## config.mk

```make
export PLATFORM = sky130hd
export DESIGN_NAME = nearest_neighbor_led_scaler
export DESIGN_NICKNAME = d
export VERILOG_FILES = /design/src/rtl/nnls_pkg.sv /design/src/rtl/nnls_div.sv /design/src/rtl/nnls_queue.sv /design/src/rtl/nnls_front.sv /design/src/rtl/nnls_back.sv /design/src/rtl/nearest_neighbor_led_scaler.sv
export SDC_FILE = /design/constraint.sdc
export NUM_CORES = 1
export LEC_CHECK = 0
export BUFFER_PORTS_ARGS = -buffer_cell sky130_fd_sc_hd__buf_2
export CAP_MARGIN = 20
export CELL_PAD_IN_SITES_DETAIL_PLACEMENT = 1
export CELL_PAD_IN_SITES_GLOBAL_PLACEMENT = 1
export CORE_MARGIN = 2
export CORE_UTILIZATION = 35
export DETAILED_ROUTE_END_ITERATION = 10
export PLACE_DENSITY_LB_ADDON = 0.1
export SYNTH_ARGS = -nofsm -noshare
export SYNTH_HDL_FRONTEND = slang
export SYNTH_HIERARCHICAL = 1
export SYNTH_SLANG_ARGS = --single-unit
```

## constraint.sdc

```tcl
create_clock -name clk_i -period 10.65 [get_ports clk_i]
set_input_delay 0.5325 -clock clk_i [delete_from_list [all_inputs] [get_ports clk_i]]
set_output_delay 0.5325 -clock clk_i [all_outputs]
set_load 0.05 [all_outputs]
```

## src/rtl/nnls_pkg.sv

```systemverilog
// Shared constants, types and helpers for the nearest-neighbor LED scaler.
package nnls_pkg;

  // Size limits
  localparam int MAX_SOURCE_DIM = 1024;
  localparam int MAX_MATRIX_DIM = 64;

  // Register field widths as seen on the configuration port
  localparam int REG_SRC_W  = 11;
  localparam int REG_MAT_W  = 7;
  localparam int CFG_IDX_W  = 3;
  localparam int CFG_DATA_W = 11;

  // Internal widths
  localparam int SRC_DIM_W = $clog2(MAX_SOURCE_DIM + 1);
  localparam int SRC_CNT_W = $clog2(MAX_SOURCE_DIM);
  localparam int MAT_DIM_W = $clog2(MAX_MATRIX_DIM + 1);
  localparam int DIV_W     = SRC_DIM_W;
  localparam int QUO_W     = SRC_DIM_W;
  localparam int REM_W     = MAT_DIM_W;
  localparam int STEP_W    = $clog2(DIV_W + 1);

  // Result field widths
  localparam int TGT_W   = 6;
  localparam int SPAN_W  = 7;
  localparam int COLOR_W = 8;

  // Stream word layout
  localparam int S_FIELDS_W = 3 * COLOR_W;
  localparam int S_TDATA_W  = ((S_FIELDS_W + 7) / 8) * 8;
  localparam int M_FIELDS_W = 2 * TGT_W + SPAN_W + 3 * COLOR_W;
  localparam int M_TDATA_W  = ((M_FIELDS_W + 7) / 8) * 8;
  localparam int SPAN_LO    = 2 * TGT_W;
  localparam int SPAN_HI    = SPAN_LO + SPAN_W - 1;

  // Job queue between front and back
  localparam int QUEUE_DEPTH = 4;
  localparam int QPTR_W      = $clog2(QUEUE_DEPTH);
  localparam int QCNT_W      = $clog2(QUEUE_DEPTH + 1);

  // Reset configuration: 16x16 source to 16x16 matrix, downsample
  localparam int RST_SRC_DIM = 16;
  localparam int RST_MAT_DIM = 16;
  localparam int RST_QUO     = RST_SRC_DIM / RST_MAT_DIM;
  localparam int RST_REM     = RST_SRC_DIM % RST_MAT_DIM;

  // Configuration register indexes
  typedef enum logic [CFG_IDX_W-1:0] {
    CFG_DIRECTION     = 3'd0,
    CFG_SOURCE_WIDTH  = 3'd1,
    CFG_SOURCE_HEIGHT = 3'd2,
    CFG_MATRIX_WIDTH  = 3'd3,
    CFG_MATRIX_HEIGHT = 3'd4
  } cfg_reg_e;

  // One span job: base row, column, span, number of rows and color
  typedef struct packed {
    logic [TGT_W-1:0]     row;
    logic [TGT_W-1:0]     col;
    logic [SPAN_W-1:0]    span;
    logic [MAT_DIM_W-1:0] rows;
    logic [COLOR_W-1:0]   red;
    logic [COLOR_W-1:0]   green;
    logic [COLOR_W-1:0]   blue;
  } job_t;

  // Zero reads as one, oversize as the maximum
  function automatic logic [SRC_DIM_W-1:0] clamp_src(input logic [REG_SRC_W-1:0] v);
    logic [SRC_DIM_W-1:0] res;
    if (v == '0) begin
      res = SRC_DIM_W'(1);
    end else if (int'(v) > MAX_SOURCE_DIM) begin
      res = SRC_DIM_W'(MAX_SOURCE_DIM);
    end else begin
      res = SRC_DIM_W'(v);
    end
    return res;
  endfunction

  function automatic logic [MAT_DIM_W-1:0] clamp_mat(input logic [REG_MAT_W-1:0] v);
    logic [MAT_DIM_W-1:0] res;
    if (v == '0) begin
      res = MAT_DIM_W'(1);
    end else if (int'(v) > MAX_MATRIX_DIM) begin
      res = MAT_DIM_W'(MAX_MATRIX_DIM);
    end else begin
      res = MAT_DIM_W'(v);
    end
    return res;
  endfunction

endpackage

```

## src/rtl/nnls_div.sv

```systemverilog
// Restoring divider, one quotient bit per cycle.
module nnls_div (
  input  logic                       clk_i,
  input  logic                       rst_ni,
  input  logic                       start_i,
  input  logic [nnls_pkg::DIV_W-1:0] dividend_i,
  input  logic [nnls_pkg::DIV_W-1:0] divisor_i,
  output logic                       busy_o,
  output logic                       done_o,
  output logic [nnls_pkg::DIV_W-1:0] quo_o,
  output logic [nnls_pkg::DIV_W-1:0] rem_o
);

  logic [nnls_pkg::STEP_W-1:0] cnt_q;
  logic                        done_q;
  logic [nnls_pkg::DIV_W-1:0]  dvd_q, dvs_q, quo_q, rem_q;
  logic [nnls_pkg::DIV_W:0]    trial, diff;
  logic                        fits;

  // Bring down the next dividend bit and try the subtract
  assign trial = {rem_q, dvd_q[nnls_pkg::DIV_W-1]};
  assign diff  = trial - {1'b0, dvs_q};
  assign fits  = trial >= {1'b0, dvs_q};

  // Step counter; a new start always wins
  always_ff @(posedge clk_i or negedge rst_ni) begin
    if (!rst_ni) begin
      cnt_q  <= '0;
      done_q <= 1'b0;
    end else if (start_i) begin
      cnt_q  <= nnls_pkg::STEP_W'(nnls_pkg::DIV_W);
      done_q <= 1'b0;
    end else if (cnt_q != '0) begin
      cnt_q  <= cnt_q - 1'b1;
      done_q <= (cnt_q == nnls_pkg::STEP_W'(1));
    end else begin
      done_q <= 1'b0;
    end
  end

  // Operand and result shift registers
  always_ff @(posedge clk_i) begin
    if (start_i) begin
      dvd_q <= dividend_i;
      dvs_q <= divisor_i;
      quo_q <= '0;
      rem_q <= '0;
    end else if (cnt_q != '0) begin
      dvd_q <= {dvd_q[nnls_pkg::DIV_W-2:0], 1'b0};
      quo_q <= {quo_q[nnls_pkg::DIV_W-2:0], fits};
      rem_q <= fits ? diff[nnls_pkg::DIV_W-1:0] : trial[nnls_pkg::DIV_W-1:0];
    end
  end

  assign busy_o = (cnt_q != '0) | done_q;
  assign done_o = done_q;
  assign quo_o  = quo_q;
  assign rem_o  = rem_q;

endmodule

```

## src/rtl/nnls_queue.sv

```systemverilog
// Small job FIFO between the pixel front end and the span emitter.
module nnls_queue (
  input  logic                clk_i,
  input  logic                rst_ni,
  input  logic                push_i,
  input  nnls_pkg::job_t      job_i,
  output logic                full_o,
  input  logic                pop_i,
  output logic                empty_o,
  output nnls_pkg::job_t      head_o
);

  nnls_pkg::job_t                mem_q [nnls_pkg::QUEUE_DEPTH];
  logic [nnls_pkg::QPTR_W-1:0]   wr_ptr_q, rd_ptr_q;
  logic [nnls_pkg::QCNT_W-1:0]   cnt_q;

  function automatic logic [nnls_pkg::QPTR_W-1:0] ptr_inc(
    input logic [nnls_pkg::QPTR_W-1:0] p
  );
    logic [nnls_pkg::QPTR_W-1:0] res;
    if (p == nnls_pkg::QPTR_W'(nnls_pkg::QUEUE_DEPTH - 1)) begin
      res = '0;
    end else begin
      res = p + 1'b1;
    end
    return res;
  endfunction

  // Pointers and fill count
  always_ff @(posedge clk_i or negedge rst_ni) begin
    if (!rst_ni) begin
      wr_ptr_q <= '0;
      rd_ptr_q <= '0;
      cnt_q    <= '0;
    end else begin
      if (push_i) begin
        wr_ptr_q <= ptr_inc(wr_ptr_q);
      end
      if (pop_i) begin
        rd_ptr_q <= ptr_inc(rd_ptr_q);
      end
      unique case ({push_i, pop_i})
        2'b10:   cnt_q <= cnt_q + 1'b1;
        2'b01:   cnt_q <= cnt_q - 1'b1;
        default: cnt_q <= cnt_q;
      endcase
    end
  end

  // Storage
  always_ff @(posedge clk_i) begin
    if (push_i) begin
      mem_q[wr_ptr_q] <= job_i;
    end
  end

  assign full_o  = (cnt_q == nnls_pkg::QCNT_W'(nnls_pkg::QUEUE_DEPTH));
  assign empty_o = (cnt_q == '0);
  assign head_o  = mem_q[rd_ptr_q];

endmodule

```

## src/rtl/nnls_front.sv

```systemverilog
// Front end: configuration, axis divisions and per-pixel position tracking.
module nnls_front (
  input  logic                             clk_i,
  input  logic                             rst_ni,
  input  logic                             cfg_valid_i,
  input  logic [nnls_pkg::CFG_IDX_W-1:0]   cfg_index_i,
  input  logic [nnls_pkg::CFG_DATA_W-1:0]  cfg_data_i,
  input  logic                             s_valid_i,
  input  logic [nnls_pkg::S_TDATA_W-1:0]   s_data_i,
  output logic                             s_ready_o,
  input  logic                             full_i,
  output logic                             push_o,
  output nnls_pkg::job_t                   job_o
);

  localparam int SW = nnls_pkg::SRC_DIM_W;
  localparam int CW = nnls_pkg::SRC_CNT_W;
  localparam int MW = nnls_pkg::MAT_DIM_W;
  localparam int QW = nnls_pkg::QUO_W;
  localparam int RW = nnls_pkg::REM_W;
  localparam int DW = nnls_pkg::DIV_W;

  // Configuration (dimensions kept clamped)
  logic          dir_q, dir_d;
  logic [SW-1:0] src_w_q, src_w_d, src_h_q, src_h_d;
  logic [MW-1:0] mat_w_q, mat_w_d, mat_h_q, mat_h_d;
  logic          cfg_hit;

  // Derived per-axis quotient and remainder
  logic [QW-1:0] col_quo_q, row_quo_q;
  logic [RW-1:0] col_rem_q, row_rem_q;

  // Position state
  logic [CW-1:0] src_col_q, src_col_d, src_row_q, src_row_d;
  logic [SW-1:0] pick_col_q, pick_col_d, pick_row_q, pick_row_d;
  logic [MW-1:0] mcol_q, mcol_d, mrow_q, mrow_d;

  // Divider hookup
  logic [DW-1:0] col_dvd, col_dvs, row_dvd, row_dvs;
  logic [DW-1:0] col_quo, col_rem, row_quo, row_rem;
  logic          col_busy, col_done, row_busy, row_done;

  // Per-pixel decode
  logic          accept, emit;
  logic          col_end, row_end, row_hit, col_hit;
  logic [MW-1:0] mcol_inc, mrow_inc;
  logic [SW-1:0] pick_col_adv, pick_row_adv;
  logic          col_tail, row_tail;
  logic [QW-1:0] span_full, rows_full;
  logic          span_nz;
  logic [MW-1:0] rows_adv;

  // Register write decode
  always_comb begin
    dir_d   = dir_q;
    src_w_d = src_w_q;
    src_h_d = src_h_q;
    mat_w_d = mat_w_q;
    mat_h_d = mat_h_q;
    cfg_hit = 1'b0;
    if (cfg_valid_i) begin
      unique case (nnls_pkg::cfg_reg_e'(cfg_index_i))
        nnls_pkg::CFG_DIRECTION: begin
          dir_d   = cfg_data_i[0];
          cfg_hit = 1'b1;
        end
        nnls_pkg::CFG_SOURCE_WIDTH: begin
          src_w_d = nnls_pkg::clamp_src(cfg_data_i[nnls_pkg::REG_SRC_W-1:0]);
          cfg_hit = 1'b1;
        end
        nnls_pkg::CFG_SOURCE_HEIGHT: begin
          src_h_d = nnls_pkg::clamp_src(cfg_data_i[nnls_pkg::REG_SRC_W-1:0]);
          cfg_hit = 1'b1;
        end
        nnls_pkg::CFG_MATRIX_WIDTH: begin
          mat_w_d = nnls_pkg::clamp_mat(cfg_data_i[nnls_pkg::REG_MAT_W-1:0]);
          cfg_hit = 1'b1;
        end
        nnls_pkg::CFG_MATRIX_HEIGHT: begin
          mat_h_d = nnls_pkg::clamp_mat(cfg_data_i[nnls_pkg::REG_MAT_W-1:0]);
          cfg_hit = 1'b1;
        end
        default: cfg_hit = 1'b0;
      endcase
    end
  end

  // Source size over matrix size per axis when downsampling, matrix over source when upsampling
  assign col_dvd = dir_d ? DW'(mat_w_d) : DW'(src_w_d);
  assign col_dvs = dir_d ? DW'(src_w_d) : DW'(mat_w_d);
  assign row_dvd = dir_d ? DW'(mat_h_d) : DW'(src_h_d);
  assign row_dvs = dir_d ? DW'(src_h_d) : DW'(mat_h_d);

  nnls_div u_div_col (
    .clk_i      (clk_i),
    .rst_ni     (rst_ni),
    .start_i    (cfg_hit),
    .dividend_i (col_dvd),
    .divisor_i  (col_dvs),
    .busy_o     (col_busy),
    .done_o     (col_done),
    .quo_o      (col_quo),
    .rem_o      (col_rem)
  );

  nnls_div u_div_row (
    .clk_i      (clk_i),
    .rst_ni     (rst_ni),
    .start_i    (cfg_hit),
    .dividend_i (row_dvd),
    .divisor_i  (row_dvs),
    .busy_o     (row_busy),
    .done_o     (row_done),
    .quo_o      (row_quo),
    .rem_o      (row_rem)
  );

  // Hold off pixels while a division runs, a write is on the port or the job queue is full
  assign s_ready_o = ~col_busy & ~row_busy & ~cfg_valid_i & ~full_i;
  assign accept    = s_valid_i & s_ready_o;

  // Shared end-of-line tests
  assign col_end = (SW'(src_col_q) == src_w_q - SW'(1));
  assign row_end = (SW'(src_row_q) == src_h_q - SW'(1));

  // Downsample pick tests and next pick positions
  assign row_hit  = (SW'(src_row_q) == pick_row_q) && (mrow_q < mat_h_q);
  assign col_hit  = (SW'(src_col_q) == pick_col_q) && (mcol_q < mat_w_q);
  assign mcol_inc = mcol_q + 1'b1;
  assign mrow_inc = mrow_q + 1'b1;
  assign pick_col_adv = pick_col_q + SW'(col_quo_q)
                      + SW'(mcol_inc >= mat_w_q - MW'(col_rem_q));
  assign pick_row_adv = pick_row_q + SW'(row_quo_q)
                      + SW'(mrow_inc >= mat_h_q - MW'(row_rem_q));

  // Upsample span and row count, one more on the trailing remainder positions
  assign col_tail  = SW'(src_col_q) >= src_w_q - SW'(col_rem_q);
  assign row_tail  = SW'(src_row_q) >= src_h_q - SW'(row_rem_q);
  assign span_full = col_quo_q + QW'(col_tail);
  assign rows_full = row_quo_q + QW'(row_tail);
  assign span_nz   = (span_full != '0);
  assign rows_adv  = (span_nz && rows_full > QW'(nnls_pkg::MAX_MATRIX_DIM)) ?
                     MW'(nnls_pkg::MAX_MATRIX_DIM) : rows_full[MW-1:0];

  // Next positions for an accepted pixel
  always_comb begin
    src_col_d  = src_col_q;
    src_row_d  = src_row_q;
    pick_col_d = pick_col_q;
    pick_row_d = pick_row_q;
    mcol_d     = mcol_q;
    mrow_d     = mrow_q;
    if (!dir_q) begin
      emit = row_hit & col_hit;
      if (col_hit) begin
        mcol_d     = mcol_inc;
        pick_col_d = pick_col_adv;
      end
    end else begin
      emit   = span_nz && (rows_adv != '0);
      mcol_d = mcol_q + span_full[MW-1:0];
    end
    if (col_end) begin
      src_col_d  = '0;
      pick_col_d = '0;
      mcol_d     = '0;
      if (!dir_q) begin
        if (row_hit) begin
          mrow_d     = mrow_inc;
          pick_row_d = pick_row_adv;
        end
      end else begin
        mrow_d = mrow_q + rows_adv;
      end
      if (row_end) begin
        // frame done: everything back to the origin
        src_row_d  = '0;
        pick_row_d = '0;
        mrow_d     = '0;
      end else begin
        src_row_d = src_row_q + 1'b1;
      end
    end else begin
      src_col_d = src_col_q + 1'b1;
    end
  end

  // Job word
  always_comb begin
    job_o.row   = mrow_q[nnls_pkg::TGT_W-1:0];
    job_o.col   = mcol_q[nnls_pkg::TGT_W-1:0];
    job_o.span  = dir_q ? span_full[nnls_pkg::SPAN_W-1:0] : nnls_pkg::SPAN_W'(1);
    job_o.rows  = dir_q ? rows_adv : MW'(1);
    job_o.red   = s_data_i[nnls_pkg::COLOR_W-1:0];
    job_o.green = s_data_i[2*nnls_pkg::COLOR_W-1:nnls_pkg::COLOR_W];
    job_o.blue  = s_data_i[3*nnls_pkg::COLOR_W-1:2*nnls_pkg::COLOR_W];
  end

  assign push_o = accept & emit;

  // Configuration and derived values
  always_ff @(posedge clk_i or negedge rst_ni) begin
    if (!rst_ni) begin
      dir_q     <= 1'b0;
      src_w_q   <= SW'(nnls_pkg::RST_SRC_DIM);
      src_h_q   <= SW'(nnls_pkg::RST_SRC_DIM);
      mat_w_q   <= MW'(nnls_pkg::RST_MAT_DIM);
      mat_h_q   <= MW'(nnls_pkg::RST_MAT_DIM);
      col_quo_q <= QW'(nnls_pkg::RST_QUO);
      col_rem_q <= RW'(nnls_pkg::RST_REM);
      row_quo_q <= QW'(nnls_pkg::RST_QUO);
      row_rem_q <= RW'(nnls_pkg::RST_REM);
    end else begin
      dir_q   <= dir_d;
      src_w_q <= src_w_d;
      src_h_q <= src_h_d;
      mat_w_q <= mat_w_d;
      mat_h_q <= mat_h_d;
      if (col_done) begin
        col_quo_q <= QW'(col_quo);
        col_rem_q <= RW'(col_rem);
      end
      if (row_done) begin
        row_quo_q <= QW'(row_quo);
        row_rem_q <= RW'(row_rem);
      end
    end
  end

  // Position counters; a write to a mapped register restarts the frame
  always_ff @(posedge clk_i or negedge rst_ni) begin
    if (!rst_ni) begin
      src_col_q  <= '0;
      src_row_q  <= '0;
      pick_col_q <= '0;
      pick_row_q <= '0;
      mcol_q     <= '0;
      mrow_q     <= '0;
    end else if (cfg_hit) begin
      src_col_q  <= '0;
      src_row_q  <= '0;
      pick_col_q <= '0;
      pick_row_q <= '0;
      mcol_q     <= '0;
      mrow_q     <= '0;
    end else if (accept) begin
      src_col_q  <= src_col_d;
      src_row_q  <= src_row_d;
      pick_col_q <= pick_col_d;
      pick_row_q <= pick_row_d;
      mcol_q     <= mcol_d;
      mrow_q     <= mrow_d;
    end
  end

endmodule

```

## src/rtl/nnls_back.sv

```systemverilog
// Back end: expands each job into one span word per destination row.
module nnls_back (
  input  logic                           clk_i,
  input  logic                           rst_ni,
  input  logic                           empty_i,
  input  nnls_pkg::job_t                 head_i,
  output logic                           pop_o,
  output logic                           m_valid_o,
  input  logic                           m_ready_i,
  output logic [nnls_pkg::M_TDATA_W-1:0] m_data_o,
  output logic                           m_last_o
);

  localparam int TW = nnls_pkg::TGT_W;
  localparam int MW = nnls_pkg::MAT_DIM_W;
  localparam int KW = nnls_pkg::TGT_W;

  nnls_pkg::job_t                 cur_q;
  logic                           cur_valid_q;
  logic [KW-1:0]                  k_q;
  logic                           out_valid_q, out_last_q;
  logic [nnls_pkg::M_TDATA_W-1:0] out_data_q;
  logic                           load_out, cur_last, finish;
  logic [TW-1:0]                  row_now;

  // Emit a row when the output register is free or being drained
  assign load_out = cur_valid_q & (~out_valid_q | m_ready_i);
  assign cur_last = ((MW'(k_q) + 1'b1) == cur_q.rows);
  assign finish   = load_out & cur_last;
  assign pop_o    = ~empty_i & (~cur_valid_q | finish);
  assign row_now  = cur_q.row + k_q;

  // Current job and row counter
  always_ff @(posedge clk_i or negedge rst_ni) begin
    if (!rst_ni) begin
      cur_valid_q <= 1'b0;
      k_q         <= '0;
    end else if (pop_o) begin
      cur_valid_q <= 1'b1;
      k_q         <= '0;
    end else if (finish) begin
      cur_valid_q <= 1'b0;
    end else if (load_out) begin
      k_q <= k_q + 1'b1;
    end
  end

  always_ff @(posedge clk_i) begin
    if (pop_o) begin
      cur_q <= head_i;
    end
  end

  // Output register
  always_ff @(posedge clk_i or negedge rst_ni) begin
    if (!rst_ni) begin
      out_valid_q <= 1'b0;
    end else if (load_out) begin
      out_valid_q <= 1'b1;
    end else if (m_ready_i) begin
      out_valid_q <= 1'b0;
    end
  end

  always_ff @(posedge clk_i) begin
    if (load_out) begin
      out_data_q <= nnls_pkg::M_TDATA_W'({cur_q.blue, cur_q.green, cur_q.red,
                                          cur_q.span, cur_q.col, row_now});
      out_last_q <= cur_last;
    end
  end

  assign m_valid_o = out_valid_q;
  assign m_data_o  = out_data_q;
  assign m_last_o  = out_last_q;

endmodule

```

## src/rtl/nearest_neighbor_led_scaler.sv

```systemverilog
// Top level of the nearest-neighbor LED scaler.
// A pixel that yields output passes the job queue, current-job and output registers.
// Downsampling takes one pixel per cycle while the queue has room and no division or
// register write holds the input; the span emitter puts out one destination row a cycle
// while the output is ready. A mapped register write restarts the frame and runs both axis
// dividers, taking no pixel meanwhile. Reset (async, low): 16x16 to 16x16 downsample.
module nearest_neighbor_led_scaler (
  input  logic                             clk_i,
  input  logic                             rst_ni,
  input  logic                             cfg_valid_i,
  output logic                             cfg_ready_o,
  input  logic [nnls_pkg::CFG_IDX_W-1:0]   cfg_index_i,
  input  logic [nnls_pkg::CFG_DATA_W-1:0]  cfg_data_i,
  input  logic                             s_axis_tvalid,
  output logic                             s_axis_tready,
  // pixel_red, pixel_green, pixel_blue
  input  logic [nnls_pkg::S_TDATA_W-1:0]   s_axis_tdata,
  output logic                             m_axis_tvalid,
  input  logic                             m_axis_tready,
  // target_row, target_column, span_length, out_red, out_green, out_blue, zero pad
  output logic [nnls_pkg::M_TDATA_W-1:0]   m_axis_tdata,
  // last_of_run
  output logic                             m_axis_tlast
);

  nnls_pkg::job_t push_job, head_job;
  logic           push, pop, full, empty;

  // Register writes are always taken
  assign cfg_ready_o = 1'b1;

  nnls_front u_front (
    .clk_i       (clk_i),
    .rst_ni      (rst_ni),
    .cfg_valid_i (cfg_valid_i),
    .cfg_index_i (cfg_index_i),
    .cfg_data_i  (cfg_data_i),
    .s_valid_i   (s_axis_tvalid),
    .s_data_i    (s_axis_tdata),
    .s_ready_o   (s_axis_tready),
    .full_i      (full),
    .push_o      (push),
    .job_o       (push_job)
  );

  nnls_queue u_queue (
    .clk_i   (clk_i),
    .rst_ni  (rst_ni),
    .push_i  (push),
    .job_i   (push_job),
    .full_o  (full),
    .pop_i   (pop),
    .empty_o (empty),
    .head_o  (head_job)
  );

  nnls_back u_back (
    .clk_i     (clk_i),
    .rst_ni    (rst_ni),
    .empty_i   (empty),
    .head_i    (head_job),
    .pop_o     (pop),
    .m_valid_o (m_axis_tvalid),
    .m_ready_i (m_axis_tready),
    .m_data_o  (m_axis_tdata),
    .m_last_o  (m_axis_tlast)
  );

endmodule

```

==> flow_summary.toml <==
[critical_path]
critical_path.top_delay_family = "compound AO/OA/AOI/OAI gates"
regToRegSetupSlack_ns = 4.06
path_class = "flip-flop to flip-flop"
end_kind = "flip-flop"
slowest_delay_ns = 0.41
crit_fanout = 6
crit_required_ns = 11.17
crit_arrival_ns = 7.11
startpoint_type = "flip-flop"
crit_top_cell = "ha_1"
path_buf_inv = 1
slowest_stage = "a211oi_1"

[synth]
synth_seq_cells = 536
synth_compound_area_share_pct = 10.7
synthCells = 2348
async_reset_ff_share_pct = 28.7
ys_top_cells_by_count = "edfxtp_1 (338), nor2_1 (178), inv_1 (170)"
synth_flop_cell = "edfxtp_1"
synth_most_common_cell = "edfxtp_1"
synth.distinct_cells = 106
synth_edf_count = 338
synthXorXnorAreaFrac_pct = 4.61
synth-seq-area-share_pct = 53.1
synth_area_leaders = "edfxtp_1 (36%), dfrtp_1 (13%), ha_1 (6.8%)"
synth_top_family_by_area = "simple AND/OR/NAND/NOR gates"
muxShareOfSynthArea_pct = 7.31
syn_area_um2 = 28100
synth_area_per_cell_um2 = 12.0
synth_warnings = 6
synth_top_area_share_pct = 36.2
synth_simple_gate_area_share_pct = 11.0
synthAdderAreaFrac_pct = 7.81
synth_area_leader_cell = "edfxtp_1"

[pwr]
irDropWorstVdd_v = 0.000115
switching_share_pct = 34.6
p_seq_share_pct = 37.0
pwr_density_cell_nw_per_um2 = 244
combinationalPowerShare_pct = 33.0
p_switching_mw = 2.66
power.leakage_nw = 12.6
p_clk_share_pct = 30.1
internal_power_mw = 5.03

[drt]
drc_errors = 0
wl_mm = 69.4
dr.pass1.iters = 5
wl_per_cell_um = 19.8
ant_nets = 0
drt_iter0_drc = 722
vias = 17800
via_per_inst = 5.10

[sta]
skew_ns = 0.0355
slew_headroom_pct = 38.0
tightestPinTransition_ns = 0.926
fmax_mhz = 152
maxSlewViolCount = 0
min_period_over_period_pct = 61.9
finalSetupTns_ns = 0
post-route-min-period_ns = 6.59
setup_violations = 0
hold_violations = 0
hold_ws_ns = 0.110
rsz0062_at_grt = "no"

[job]
maxCapViolations = 0

[clock_tree]
cts_buffer_depth = 3
cts_buffers = 66
cts.clk_slew.worst_paths_ns = 0.06
cts_num_sinks = 536
post_cts_buffers = 0
worstSkewPairLatency_ns = 0.64
ctsRootBufferMaster = "clkbuf_16"
h-tree-depth = 3
cts_tree = "built"

[placement]
gp_congestion = 0.814
hpwl_mm = 48.5
numPortBuffers = 88

[global_route]
overflow = 0
antenna_found_initial = 0
grt_pass1_wl_mm = 110
grt_max_degree = 65
track_usage_pct = 17.1
grt_pass1_vias = 19000

[hold_path]
holdCritPathClass = "primary input to flip-flop"

[floorplanning]
ios = 95
die_w_um = 287
start_util_pct = 35.5
std_cell_rows = 103
fp.dieArea_um2 = 82400
coreArea_um2 = 79100
die_y_um = 287

[layout]
final_nets = 2604
diodes = 0
drive_gt1_share_pct = 15.0
syn2layout_area_growth_pct = 12.3
fill_cells = 8396

[run_status]
status = "completed"
-- power groups by stage --
stage                     sequential, mW  combinational (mW)  clock (mW)
after global routing                2.89                2.86        2.46
after CTS                           2.85                2.58        2.39
final                               2.84                2.53        2.31
after global placement              2.88                2.48           0
after detailed placement            2.89                2.56           0
after floorplan                     2.76                2.08           0
-- cell families after synthesis --
logic type / Yosys count
buf+inv: 310
xor+xnor: 146
fa+ha+maj: 167
mux: 136
other cells: 2
simple gates: 618
compound gates: 433
flops: 536
-- worst reg2reg max path: cells and delay by family, from the launching register on --
family	cells	cell delay (ns)
AOI/OAI and AO/OA	15	3.06
adders and majority gates	6	1.58
and+or+nand+nor	7	1.09
DFF	1	0.39
xor gates and xnor gates	2	0.21
buffers and inverters	1	0.15
-- layout make-up --
class / instances / area (um^2) / area share, %
sequential: 536 / 14900 / 47.3
multi-input combinational: 1506 / 11700 / 37.1
clock buffer: 84 / 1750 / 5.55
tap: 1050 / 1310 / 4.17
timing repair buffer: 114 / 684 / 2.17
inverter: 171 / 643 / 2.04
clock inverter: 37 / 515 / 1.64
-- worst paths after layout --
path                                           start  depth (start not counted)                    to
worst max-delay path            u_front/col_rem_q[1]                         31     u_front/mrow_q[6]
worst min register to register      u_back/cur_q[38]                          0    u_back/m_data_o[6]
worst max register to register  u_front/col_rem_q[1]                         31     u_front/mrow_q[6]
worst min-delay path                 s_axis_tdata[9]                          1   u_queue/mem_q[3][9]
min in group asynchronous                     rst_ni                          2   u_queue/rd_ptr_q[0]
max in group asynchronous                     rst_ni                          4  u_front/row_quo_q[7]
-- state kept, by name, summed over array words and instances (netlist names), 10 cells and up --
| register | count |
|---|---|
| u_queue/mem_q | 200 |
| u_back/cur_q | 50 |
| u_back/m_data_o | 43 |
| u_front/col_quo_q | 11 |
| u_front/pick_col_q | 11 |
| u_front/pick_row_q | 11 |
| u_front/row_quo_q | 11 |
| u_front/src_h_q | 11 |
| u_front/src_w_q | 11 |
| u_front/u_div_col/dvd_q | 11 |
| u_front/u_div_col/dvs_q | 11 |
| u_front/u_div_col/quo_o | 11 |
| u_front/u_div_col/rem_o | 11 |
| u_front/u_div_row/dvd_q | 11 |
| u_front/u_div_row/dvs_q | 11 |
| u_front/u_div_row/quo_o | 11 |
| u_front/u_div_row/rem_o | 11 |
| u_front/src_col_q | 10 |
| u_front/src_row_q | 10 |
-- timing repair --
item / 4_1_cts / 5_1_grt
hold buffers: 1 / 0
resized for setup: 0 / 0
hold endpoints to repair: 43 / 0
-- layer usage --
| layer | share of wire (%) | routed length [um] | vias to the layer above | GRT usage, % |
|---|---|---|---|---|
| li1 | - | - | 8573 | - |
| met1 | 47 | 32600 | 8975 | 22.7 |
| met2 | 48 | 33500 | 200 | 29.1 |
| met3 | 2.8 | 1950 | 85 | 2.49 |
| met4 | 2.1 | 1430 | 0 | 4.66 |
| met5 | 0 | 0 | - | 0 |
-- cell usage in the layout (no fill, tap or decap), types with 53 or more instances in the layout --
master,instances
xnor2_1,97
a21oi_1,115
inv_1,168
nor2_1,178
buf_2,87
clkbuf_16,66
ha_1,152
edfxtp_1,338
nand2_1,153
dfrtp_1,146
nand3_1,53
o21ai_0,87
-- per-stage QoR --
step                      instance area [um^2]  setup WS [ns]  util (%)  instances  power, mW
after CTS                                31400           4.05      39.7       3496       7.82
after detailed placement                 29200           4.02      36.9       3374       5.45
after floorplan                          28100           4.99         -       2352       4.85
after global routing                     31500           3.49      39.8       3498       8.21
final                                    31500           4.06      39.8       3498       7.69
after global placement                   29200           4.30      36.9       3373       5.37
Power figures use the tool's default switching activity.
